File: src/sltbs_pkg.sv
// Package for the sorted-table lower-bound search block.
// Holds field widths, operation codes, state and command types.
// No dependencies; every other file of the block but sltbs_ram uses it.
package sltbs_pkg;

	// Field widths fixed by the item format
	localparam int unsigned IDX_W = 10;
	localparam int unsigned POS_W = 11;
	localparam int unsigned VAL_W = 64;
	// Search bounds: signed, wide enough for -1 and for last index + 1
	localparam int unsigned CNT_W = 12;

	// Input operation codes
	localparam logic OP_LOAD  = 1'b0;
	localparam logic OP_QUERY = 1'b1;

	typedef enum logic [2:0] {
		ST_IDLE,
		ST_CHK_RD,
		ST_CHK_CMP,
		ST_PROBE_RD,
		ST_PROBE_CMP,
		ST_WALK_RD,
		ST_WALK_CMP
	} state_t;

	// Table read address source
	typedef enum logic [1:0] {
		RD_NONE,
		RD_HI,
		RD_MID,
		RD_PREV
	} rd_sel_t;

	// Result kind
	typedef enum logic [1:0] {
		RES_BEYOND,
		RES_MISS,
		RES_HIT
	} res_sel_t;

	// Controller to datapath
	typedef struct packed {
		logic     capture;
		logic     wr_en;
		rd_sel_t  rd_sel;
		logic     probe_step;
		logic     hit_mark;
		logic     walk_dec;
		logic     res_load;
		res_sel_t res_sel;
	} cmd_t;

	// Datapath to controller
	typedef struct packed {
		logic beyond;
		logic eq;
		logic loop_ok;
		logic walk_ok;
	} status_t;

endpackage

File: src/sltbs_ctrl.sv
// Search sequencer: walks the bound check, binary probes and duplicate walk.
// Depends on sltbs_pkg; drives the datapath through cmd_t, reads status_t.
module sltbs_ctrl (
	input  logic                clk,
	input  logic                arst_n,
	input  logic                in_valid,
	input  logic                in_op,
	output logic                in_ready,
	output logic                out_valid,
	input  logic                out_ready,
	output sltbs_pkg::cmd_t     cmd,
	input  sltbs_pkg::status_t  status
);

	sltbs_pkg::state_t state_q, state_d;
	logic              out_valid_q;
	logic              out_busy;
	logic              accept;

	assign out_valid = out_valid_q;
	assign out_busy  = out_valid_q && !out_ready;
	assign in_ready  = (state_q == sltbs_pkg::ST_IDLE);
	assign accept    = in_valid && in_ready;

	// State register
	always_ff @(posedge clk or negedge arst_n) begin
		if (!arst_n) begin
			state_q <= sltbs_pkg::ST_IDLE;
		end else begin
			state_q <= state_d;
		end
	end

	// Result slot: set on load, drop on transfer
	always_ff @(posedge clk or negedge arst_n) begin
		if (!arst_n) begin
			out_valid_q <= 1'b0;
		end else if (cmd.res_load) begin
			out_valid_q <= 1'b1;
		end else if (out_ready) begin
			out_valid_q <= 1'b0;
		end
	end

	// Next state and commands
	always_comb begin
		state_d        = state_q;
		cmd            = '0;
		cmd.rd_sel     = sltbs_pkg::RD_NONE;
		cmd.res_sel    = sltbs_pkg::RES_MISS;
		unique case (state_q)
			sltbs_pkg::ST_IDLE: begin
				if (accept) begin
					if (in_op == sltbs_pkg::OP_LOAD) begin
						cmd.wr_en = 1'b1;
					end else begin
						cmd.capture = 1'b1;
						state_d     = sltbs_pkg::ST_CHK_RD;
					end
				end
			end
			sltbs_pkg::ST_CHK_RD: begin
				cmd.rd_sel = sltbs_pkg::RD_HI;
				state_d    = sltbs_pkg::ST_CHK_CMP;
			end
			sltbs_pkg::ST_CHK_CMP: begin
				if (!status.beyond) begin
					state_d = sltbs_pkg::ST_PROBE_RD;
				end else if (!out_busy) begin
					cmd.res_load = 1'b1;
					cmd.res_sel  = sltbs_pkg::RES_BEYOND;
					state_d      = sltbs_pkg::ST_IDLE;
				end
			end
			sltbs_pkg::ST_PROBE_RD: begin
				if (status.loop_ok) begin
					cmd.rd_sel = sltbs_pkg::RD_MID;
					state_d    = sltbs_pkg::ST_PROBE_CMP;
				end else if (!out_busy) begin
					cmd.res_load = 1'b1;
					cmd.res_sel  = sltbs_pkg::RES_MISS;
					state_d      = sltbs_pkg::ST_IDLE;
				end
			end
			sltbs_pkg::ST_PROBE_CMP: begin
				if (status.eq) begin
					cmd.hit_mark = 1'b1;
					state_d      = sltbs_pkg::ST_WALK_RD;
				end else begin
					cmd.probe_step = 1'b1;
					state_d        = sltbs_pkg::ST_PROBE_RD;
				end
			end
			sltbs_pkg::ST_WALK_RD: begin
				if (status.walk_ok) begin
					cmd.rd_sel = sltbs_pkg::RD_PREV;
					state_d    = sltbs_pkg::ST_WALK_CMP;
				end else if (!out_busy) begin
					cmd.res_load = 1'b1;
					cmd.res_sel  = sltbs_pkg::RES_HIT;
					state_d      = sltbs_pkg::ST_IDLE;
				end
			end
			sltbs_pkg::ST_WALK_CMP: begin
				if (status.eq) begin
					cmd.walk_dec = 1'b1;
					state_d      = sltbs_pkg::ST_WALK_RD;
				end else if (!out_busy) begin
					cmd.res_load = 1'b1;
					cmd.res_sel  = sltbs_pkg::RES_HIT;
					state_d      = sltbs_pkg::ST_IDLE;
				end
			end
			default: begin
				state_d = sltbs_pkg::ST_IDLE;
			end
		endcase
	end

endmodule

File: config.mk
export PLATFORM = sky130hd
export DESIGN_NAME = sltbs_ctrl
export DESIGN_NICKNAME = d
export VERILOG_FILES = /design/src/sltbs_pkg.sv /design/src/sltbs_ctrl.sv
export SDC_FILE = /design/constraint.sdc
export NUM_CORES = 1
export LEC_CHECK = 0
export BUFFER_PORTS_ARGS = -buffer_cell sky130_fd_sc_hd__clkbuf_2
export CORE_AREA = 2 2 39 41
export DETAILED_ROUTE_END_ITERATION = 12
export DIE_AREA = 0 0 41 43
export SETUP_SLACK_MARGIN = 0.4
export SLEW_MARGIN = 5
export SYNTH_ARGS = -nofsm -noshare
export SYNTH_HDL_FRONTEND = slang
export SYNTH_SLANG_ARGS = --single-unit
File: constraint.sdc
create_clock -name clk -period 1.3 [get_ports clk]
set_input_delay 0.13 -clock clk [delete_from_list [all_inputs] [get_ports clk]]
set_output_delay 0.13 -clock clk [all_outputs]
set_load 0.01 [all_outputs]
==> run metrics, run 1 <==
crit path max fanout=6; static leakage=0.4367 nW; worst-margin pin slew=0.2686 ns; CTS Buffer Depth=2; Max Freq=0.6337 GHz; initial antenna violation count=0; Cell Area, Synth=447.9 µm²; Placed Instance Area=668.1 µm²; CTS Sinks=4; wire per inst=15.82 µm; synth top area cells=dfrtp_1 22%, nor3b_1 8.4%, and3_1 5.6%, a21oi_1 4.5%, nand2b_1 4.2%; number of iterations in the first detailed-routing pass=4; Peak VDD IR=1091 µV; vias post-DR=626; Slew Limit Fails=0; DRT Wirelength=1819 µm; Req. time, crit path=1.17 ns; crit path DAT=1.45 ns; first-pass GRT wire length=2373 µm; Final HPWL DP=1069 µm; vias in the first global route=553; Setup TNS Final=-1.894 ns; storage element area=103.9 µm²; RSZ-0062 raised after global routing=true; # DRC=0; Via density=5.443; chip width=41 µm; fin nets=110; antenna viol nets, final=0; failing checks=setup timing; mean post-synth cell area=7.858 µm²; count of cell types in the netlist=30; Crit Reg-Reg Startpoint=state_q[2]$_DFFE_PN0P_; pre-CTS WS=-0.03388 ns; CP endpoint kind=output pin; reg2reg end=out_valid$_DFFE_PN0P_; WHS Path Cells=3; IO Count=21; CTS Root Cell=clkbuf_4; Tot Pwr=2.068 mW; fin crit period=1.578 ns; sequential element share of the synthesized area=22.35%; Setup crit start=state_q[2]$_DFFE_PN0P_; CTS clock-pin slew for the worst setup and hold paths=0.04 ns; hold path startpoint=in_valid; area growth from synthesis to layout=101.7%; Worst Skew=0.005218 ns; post-route design area=903.4 µm²; final hold vios=0; layout cells sized above 1=71.72%; CTS buffer count=3; Rel. slew slack=82.09%; Post-Syn Nets=66; CTS HTree Levels=1; worst r2r path cells=6; Total GRT Usage=19.96%; final setup violation count=14; routability cong.=0.8124; Antenna diodes=0; TritonCTS clock tree=yes; multi-input logic area=426.7 µm²; Yosys reg bits=4; hold worst-path end=state_q[0]$_DFFE_PN0P_; clk_lat worst skew=0.25 ns; Fillers=113; Port Buffers=20; Tcrit/Tclk final=121.4%; R2R setup slack=-0.13 ns; Crit Path Category=register to output pin; cell taking the most area after synthesis=dfrtp_1; die area=0.001763 mm²; core footprint=0.001384 mm²; number of DRC markers in iteration 0=13; Overflow after GRT=0; status=finished, violations left; num rows=14; PD cells=2289 mW/mm²; min-delay worst type=input pin to register; die height=43 µm; largest net degree at the start of global routing=9; Initial Util=32.37%; max_cap viols=0; Yosys top cell area share=22.35%; Startpoint Class=register; Ys Warns=0; worst setup margin=-0.2781 ns; Mapped Cells=57
==> area by class of cell <==
type	count	share of cell area [%]
Inverter	3	1.247
Multi-Input combinational cell	47	47.23
Tap cell	16	2.216
Sequential cell	4	11.50
Timing Repair Buffer	42	35.32
Clock buffer	3	2.493
==> cells by family after synthesis <==
kind of cell | Yosys count | share of synthesized area (%)
compound gates | 18 | 26.82
simple gates | 28 | 40.23
mux | 1 | 2.235
flops | 4 | 22.35
buf+inv | 6 | 8.379
==> state kept, by name, summed over array words and instances, names as in the netlist <==
register / flops
out_valid: 1
state_q: 3
==> per-layer routing <==
| metal | track usage, % | wire (µm) | vias to the layer above |
|---|---|---|---|
| li1 | - | - | 300 |
| met1 | 26.38 | 687 | 288 |
| met2 | 30.94 | 974 | 31 |
| met3 | 0 | 88 | 7 |
| met4 | 12.00 | 69 | 0 |
| met5 | 0 | 0 | - |
==> how the worst max path moves through the flow <==
stage	to	cells past startpoint	slack [ns]
2_1_floorplan	cmd[9]	3	0.14
6_report	cmd[2]	5	-0.28
3_5_place_dp	cmd[9]	4	-0.03
3_3_place_gp	cmd[9]	4	-0.04
5_1_grt	cmd[2]	5	-0.33
4_1_cts	cmd[9]	4	-0.21
==> report_power, final <==
part           switching, mW  internal (mW)  total (mW)
clock                 0.0607          0.104       0.165
sequential             0.129          0.195       0.324
combinational          0.699          0.880        1.58
==> timing repair <==
action	4_1_cts	5_1_grt
hold buffers	1	0
hold endpoints to repair	4	0
resized for setup	11	27
buffers inserted	3	8
pin swaps	7	10
endpoints found under the setup margin	15	16
==> cell usage in the layout, fill, tap and decap left out, types with 4 or more instances in the layout <==
| cell | count |
|---|---|
| buf_2 | 4 |
| buf_4 | 14 |
| clkbuf_2 | 12 |
| buf_6 | 11 |
==> per-stage QoR <==
step | hold slack (ns) | instances | util, %
global placement | -0.06163 | 100 | 48.28
global route | 0.1770 | 115 | 65.28
CTS | 0.1520 | 107 | 54.52
detailed placement | -0.06107 | 100 | 48.28
floorplan | -0.1656 | 57 | -
finish | 0.1456 | 115 | 65.28
==> cells in the mapped netlist <==
library cell and instances:
buf_6 1, a32oi_1 1, a21oi_1 4, nor3_2 1
o211a_1 1, inv_1 3, mux2i_1 1, o21ai_0 3
o21ai_1 1, nor2b_1 2, a31oi_1 1, a222oi_1 1
nand2b_1 3, nor2_1 4, a22oi_1 2, and2b_2 1
o211ai_1 1, o22ai_1 1, nor3b_1 5, a21o_1 1
dfrtp_1 4, and2_1 1, nand3_1 2, and2b_1 1
nor3b_2 1, and3b_1 1, and3_1 4, buf_4 2
o221ai_1 1, nand2_1 2
==> critical path, stage by stage, from the launching register on <==
cell	delay, ns
dfrtp_2	0.43
buf_6	0.13
nor3b_4	0.20
o21ai_2	0.11
a21oi_2	0.18
buf_2	0.15
No activity file was read; power rests on OpenSTA's default activity.
==> inputs of run 2 (changes only) <==
PLACE_DENSITY = 0.69   (was not set)
SETUP_SLACK_MARGIN = not set   (was 0.4)
==> run metrics, run 2 (synthesis results as in run 1) <==
status=finished, violations left; failing checks=setup timing; CTS clock-pin slew for the worst setup and hold paths=0.04 ns (about the same); wire per inst=13.46 µm (-15%); static leakage=0.4253 nW (-2.6%); antenna viol nets, final=0 (unchanged); PD cells=2282 mW/mm² (-0.31%); most common cell after layout, fill and taps aside=clkbuf_2; Worst Skew=0.001331 ns (-0.003887 ns); largest net degree at the start of global routing=9 (unchanged); Final HPWL DP=1023 µm (-4.4%); Startpoint Class=register; CP endpoint kind=output pin; Via density=5.165 (-5.1%); crit path max fanout=6 (unchanged); IO Count=21 (unchanged); pre-CTS WS=-0.03847 ns (-0.004592 ns); Initial Util=32.37% (unchanged); Crit Path Category=register to output pin; final hold vios=0 (unchanged); CTS Root Cell=clkbuf_4; number of iterations in the first detailed-routing pass=4 (unchanged); Slew Limit Fails=0 (unchanged); TritonCTS clock tree=yes; RSZ-0062 raised after global routing=true; die area=0.001763 mm² (unchanged); min-delay worst type=input pin to register; placed insts=105 (+5.0%); worst-margin pin slew=0.2433 ns (-0.02532 ns); max FFs per register=3 (unchanged); post-layout util=61.57% (-3.7 points); routability cong.=0.8261 (+1.7%); die height=43 µm (unchanged); final setup violation count=14 (unchanged); Antenna diodes=0 (unchanged); core footprint=0.001384 mm² (unchanged); Max Freq=0.6799 GHz (+7.3%); num rows=14 (unchanged); Overflow after GRT=0 (unchanged); area growth from synthesis to layout=90.22%; worst setup margin=-0.1709 ns (+0.1072 ns); Tcrit/Tclk final=113.1% (-8.2 points); chip width=41 µm (unchanged); Port Buffers=20 (unchanged); Total GRT Usage=18.97% (-0.99 points); initial antenna violation count=0 (unchanged); CTS Buffer Depth=2 (unchanged); DRT Wirelength=1548 µm (-15%); Rel. slew slack=83.61% (+1.5 points); crit path DAT=1.34 ns (-0.11 ns); max_cap viols=0 (unchanged); most flop-heavy register=state_q; Req. time, crit path=1.17 ns (about the same); Fillers=138 (+22%); # DRC=0 (unchanged); fin crit period=1.471 ns (-0.1072 ns); fin nets=110 (unchanged); Peak VDD IR=1041 µV (-4.5%); CTS HTree Levels=1 (unchanged); first-pass GRT wire length=2297 µm (-3.2%); vias in the first global route=546 (-1.3%); non-filler cells, final=115 (unchanged); Placed Instance Area=654.4 µm² (-2.1%); most frequent cells in the layout=14 x clkbuf_2, 12 x buf_4, 10 x buf_6; CTS Sinks=4 (unchanged); clk_lat worst skew=0.23 ns (-0.02 ns); CTS buffer count=3 (unchanged); layout cells sized above 1=64.65% (-7.1 points); vias post-DR=594 (-5.1%); number of DRC markers in iteration 0=12 (-1); Min Hold Slack=0.1534 ns (+0.007844 ns); post-route design area=852.1 µm² (-5.7%)
-- run 2: where the power goes --
part	internal, mW	total [mW]	switching (mW)
clock	0.103	0.149	0.0459
combinational	0.850	1.48	0.631
sequential	0.196	0.314	0.119
total	1.15	1.94	0.796
-- run 2: final timing paths --
path	to	slack [ns]	start	cells after the start
max reg2reg	state_q[0]$_DFFE_PN0P_	-0.09	state_q[1]$_DFFE_PN0P_	5
min reg2reg	out_valid$_DFFE_PN0P_	0.57	out_valid$_DFFE_PN0P_	2
min	state_q[0]$_DFFE_PN0P_	0.15	in_valid	3
max	cmd[2]	-0.17	state_q[2]$_DFFE_PN0P_	4
min in group asynchronous	out_valid$_DFFE_PN0P_	0.24	arst_n	2
max in group asynchronous	state_q[0]$_DFFE_PN0P_	0.93	arst_n	2
-- run 2: what timing repair did --
action | in CTS | in global routing
pin swaps | 12 | 4
gates resized for setup | 20 | 22
cloned | 0 | 0
endpoints found under the hold margin | 4 | 0
hold buffers | 1 | 0
setup buffers | 5 | 1
setup endpoints to repair | 12 | 14
-- run 2: final cells by class --
type                            instances  area, µm²  area share (%)
Multi-Input combinational cell         47      384.1           45.08
Timing Repair Buffer                   42      307.8           36.12
Sequential cell                         4      103.9           12.19
Clock buffer                            3      22.52           2.643
Tap cell                               16      20.02           2.349
Inverter                                3      13.76           1.615
-- run 2: metal layers --
metal,GRT usage (%),vias up,part of all wire (%)
li1,-,301,-
met1,26.47,277,43
met2,28.75,16,53
met3,1.571,0,3.5
met4,8.000,0,0
met5,0,-,0
-- run 2: metrics by stage --
stage,power (mW),setup TNS [ns]
after floorplan,0.8559,0
after global placement,1.313,-0.09750
after detailed placement,1.327,-0.05999
after CTS,1.750,-1.482
after global routing,2.086,-2.427
final,1.944,-1.554
-- run 2: worst max-delay path, stage by stage (launching register included) --
cell	delay, ns
dfrtp_2	0.45
nor3b_2	0.18
o21ai_0	0.24
a21oi_1	0.10
clkbuf_2	0.13
==> inputs of run 3 (changes only) <==
PLACE_DENSITY = not set   (was 0.69)
SETUP_SLACK_MARGIN = 0.05   (was not set)
==> run metrics, run 3 (synthesis results as in run 1) <==
status=finished, violations left; failing checks=setup timing; routability cong.=0.8759 (+6.0%); most flop-heavy register=state_q; number of DRC markers in iteration 0=24 (+12); multi-input logic area=431.7 µm² (+12%); Port Buffers=20 (unchanged); storage element area=103.9 µm² (unchanged); num rows=14 (unchanged); Clk network pwr share=7.8% (about the same); Crit Path Category=register to output pin; final hold vios=0 (unchanged); DRT Wirelength=1820 µm (+18%); IO Count=21 (unchanged); Via density=5.550 (+7.4%); core footprint=0.001384 mm² (unchanged); Antenna diodes=0 (unchanged); static leakage=0.4281 nW (+0.65%); Setup TNS Final=-1.706 ns (-0.1520 ns); die height=43 µm (unchanged); initial antenna violation count=0 (unchanged); Tcrit/Tclk final=117.8% (+4.7 points); worst setup margin=-0.2318 ns (-0.06092 ns); Slew Limit Fails=0 (unchanged); CP endpoint kind=output pin; final setup violation count=12 (-2); first-pass GRT wire length=2532 µm (+10%); Overflow after GRT=0 (unchanged); TritonCTS clock tree=yes; Net Switching=0.9047 mW (+14%); most frequent cells in the layout=11 x clkbuf_2, 10 x buf_6, 8 x buf_4; Startpoint Class=register; Peak VDD IR=1276 µV (+23%); worst-margin pin slew=0.2520 ns (+0.008763 ns); CTS Root Cell=clkbuf_4; Req. time, crit path=1.17 ns (about the same); crit path DAT=1.40 ns (+0.06 ns); Sw Share=43.57% (+2.6 points); largest net degree at the start of global routing=8 (-1); antenna viol nets, final=0 (unchanged); Min Hold Slack=0.1300 ns (-0.02340 ns); vias post-DR=616 (+3.7%); placed insts=101 (-3.8%); Tot Pwr=2.076 mW (+6.8%); wire per inst=16.40 µm (+22%); Worst Skew=0.005114 ns (+0.003783 ns); Initial Util=32.37% (unchanged); CTS Sinks=4 (unchanged); vias in the first global route=548 (+0.37%); Comb pwr share=76.8% (+0.6 points); chip width=41 µm (unchanged); PD cells=2341 mW/mm² (+2.6%); Total GRT Usage=21.85% (+2.9 points); fin nets=106 (-3.6%); CTS buffer count=3 (unchanged); Cell Int Power=1.172 mW (+2.0%); crit path max fanout=6 (unchanged); max FFs per register=3 (unchanged); fin crit period=1.532 ns (+0.06092 ns); Final HPWL DP=1026 µm (+0.32%); area growth from synthesis to layout=98.04%; CTS Buffer Depth=2 (unchanged); most common cell after layout, fill and taps aside=clkbuf_2; RSZ-0062 raised after global routing=true; CTS clock-pin slew for the worst setup and hold paths=0.04 ns (about the same); Max Freq=0.6528 GHz (-4.0%); CTS HTree Levels=1 (unchanged); Rel. slew slack=83.20% (-0.41 points); Fillers=120 (-13%); layout cells sized above 1=67.37% (+2.7 points); number of iterations in the first detailed-routing pass=4 (unchanged); die area=0.001763 mm² (unchanged); clk_lat worst skew=0.24 ns (about the same); min-delay worst type=input pin to register; max_cap viols=0 (unchanged); pre-CTS WS=-0.02690 ns (+0.01157 ns); sequential power share=15.4% (-0.8 points); # DRC=0 (unchanged); non-filler cells, final=111 (-3.5%)
run 3: area by class of cell:
cell class | count | share of cell area, %
Multi-Input combinational cell | 47 | 48.66
Timing Repair Buffer | 38 | 33.00
Sequential cell | 4 | 11.71
Clock buffer | 3 | 2.539
Tap cell | 16 | 2.257
Inverter | 3 | 1.834
run 3: final timing paths:
kind	startpoint	end	slack [ns]	cells after the start
max	state_q[0]$_DFFE_PN0P_	cmd[2]	-0.23	5
min	in_valid	state_q[0]$_DFFE_PN0P_	0.13	3
max reg2reg	state_q[2]$_DFFE_PN0P_	state_q[0]$_DFFE_PN0P_	-0.05	5
min reg2reg	out_valid$_DFFE_PN0P_	out_valid$_DFFE_PN0P_	0.57	2
max in group asynchronous	arst_n	state_q[2]$_DFFE_PN0P_	0.93	2
min in group asynchronous	arst_n	state_q[1]$_DFFE_PN0P_	0.22	2
run 3: worst max-delay path, cell delays in order (launching register included):
cell and delay (ns):
dfrtp_2 0.46, buf_6 0.16, nor2b_4 0.12, a32oi_2 0.17, a21oi_1 0.10, buf_2 0.15
run 3: repair_timing:
action,CTS,global route
setup buffers,7,0
pin swaps,15,9
hold buffers,1,0
gates resized for setup,24,26
endpoints found under the setup margin,12,14
endpoints found under the hold margin,4,0
run 3: power groups by stage:
stage / clock network, mW / registers [mW] / logic (mW)
floorplan: 0 / 0.242 / 0.639
global placement: 0 / 0.275 / 1.04
detailed placement: 0 / 0.275 / 1.04
CTS: 0.168 / 0.305 / 1.33
global route: 0.179 / 0.329 / 1.67
finish: 0.162 / 0.320 / 1.59
run 3: per-stage QoR:
stage               util (%)  area, µm²
floorplan                  -      454.2
CTS                    58.14      804.5
detailed placement     46.47      643.1
global route           64.10      887.1
finish                 64.10      887.1
global placement       46.47      643.1
run 3: metal layers:
| metal | vias to the layer above | GRT usage (%) | share of wire (%) |
|---|---|---|---|
| met2 | 27 | 34.69 | 56 |
| li1 | 292 | - | - |
| met3 | 2 | 6.806 | 4.7 |
| met5 | - | 0 | 0 |
| met4 | 0 | 8.000 | 1.4 |
| met1 | 295 | 26.30 | 38 |
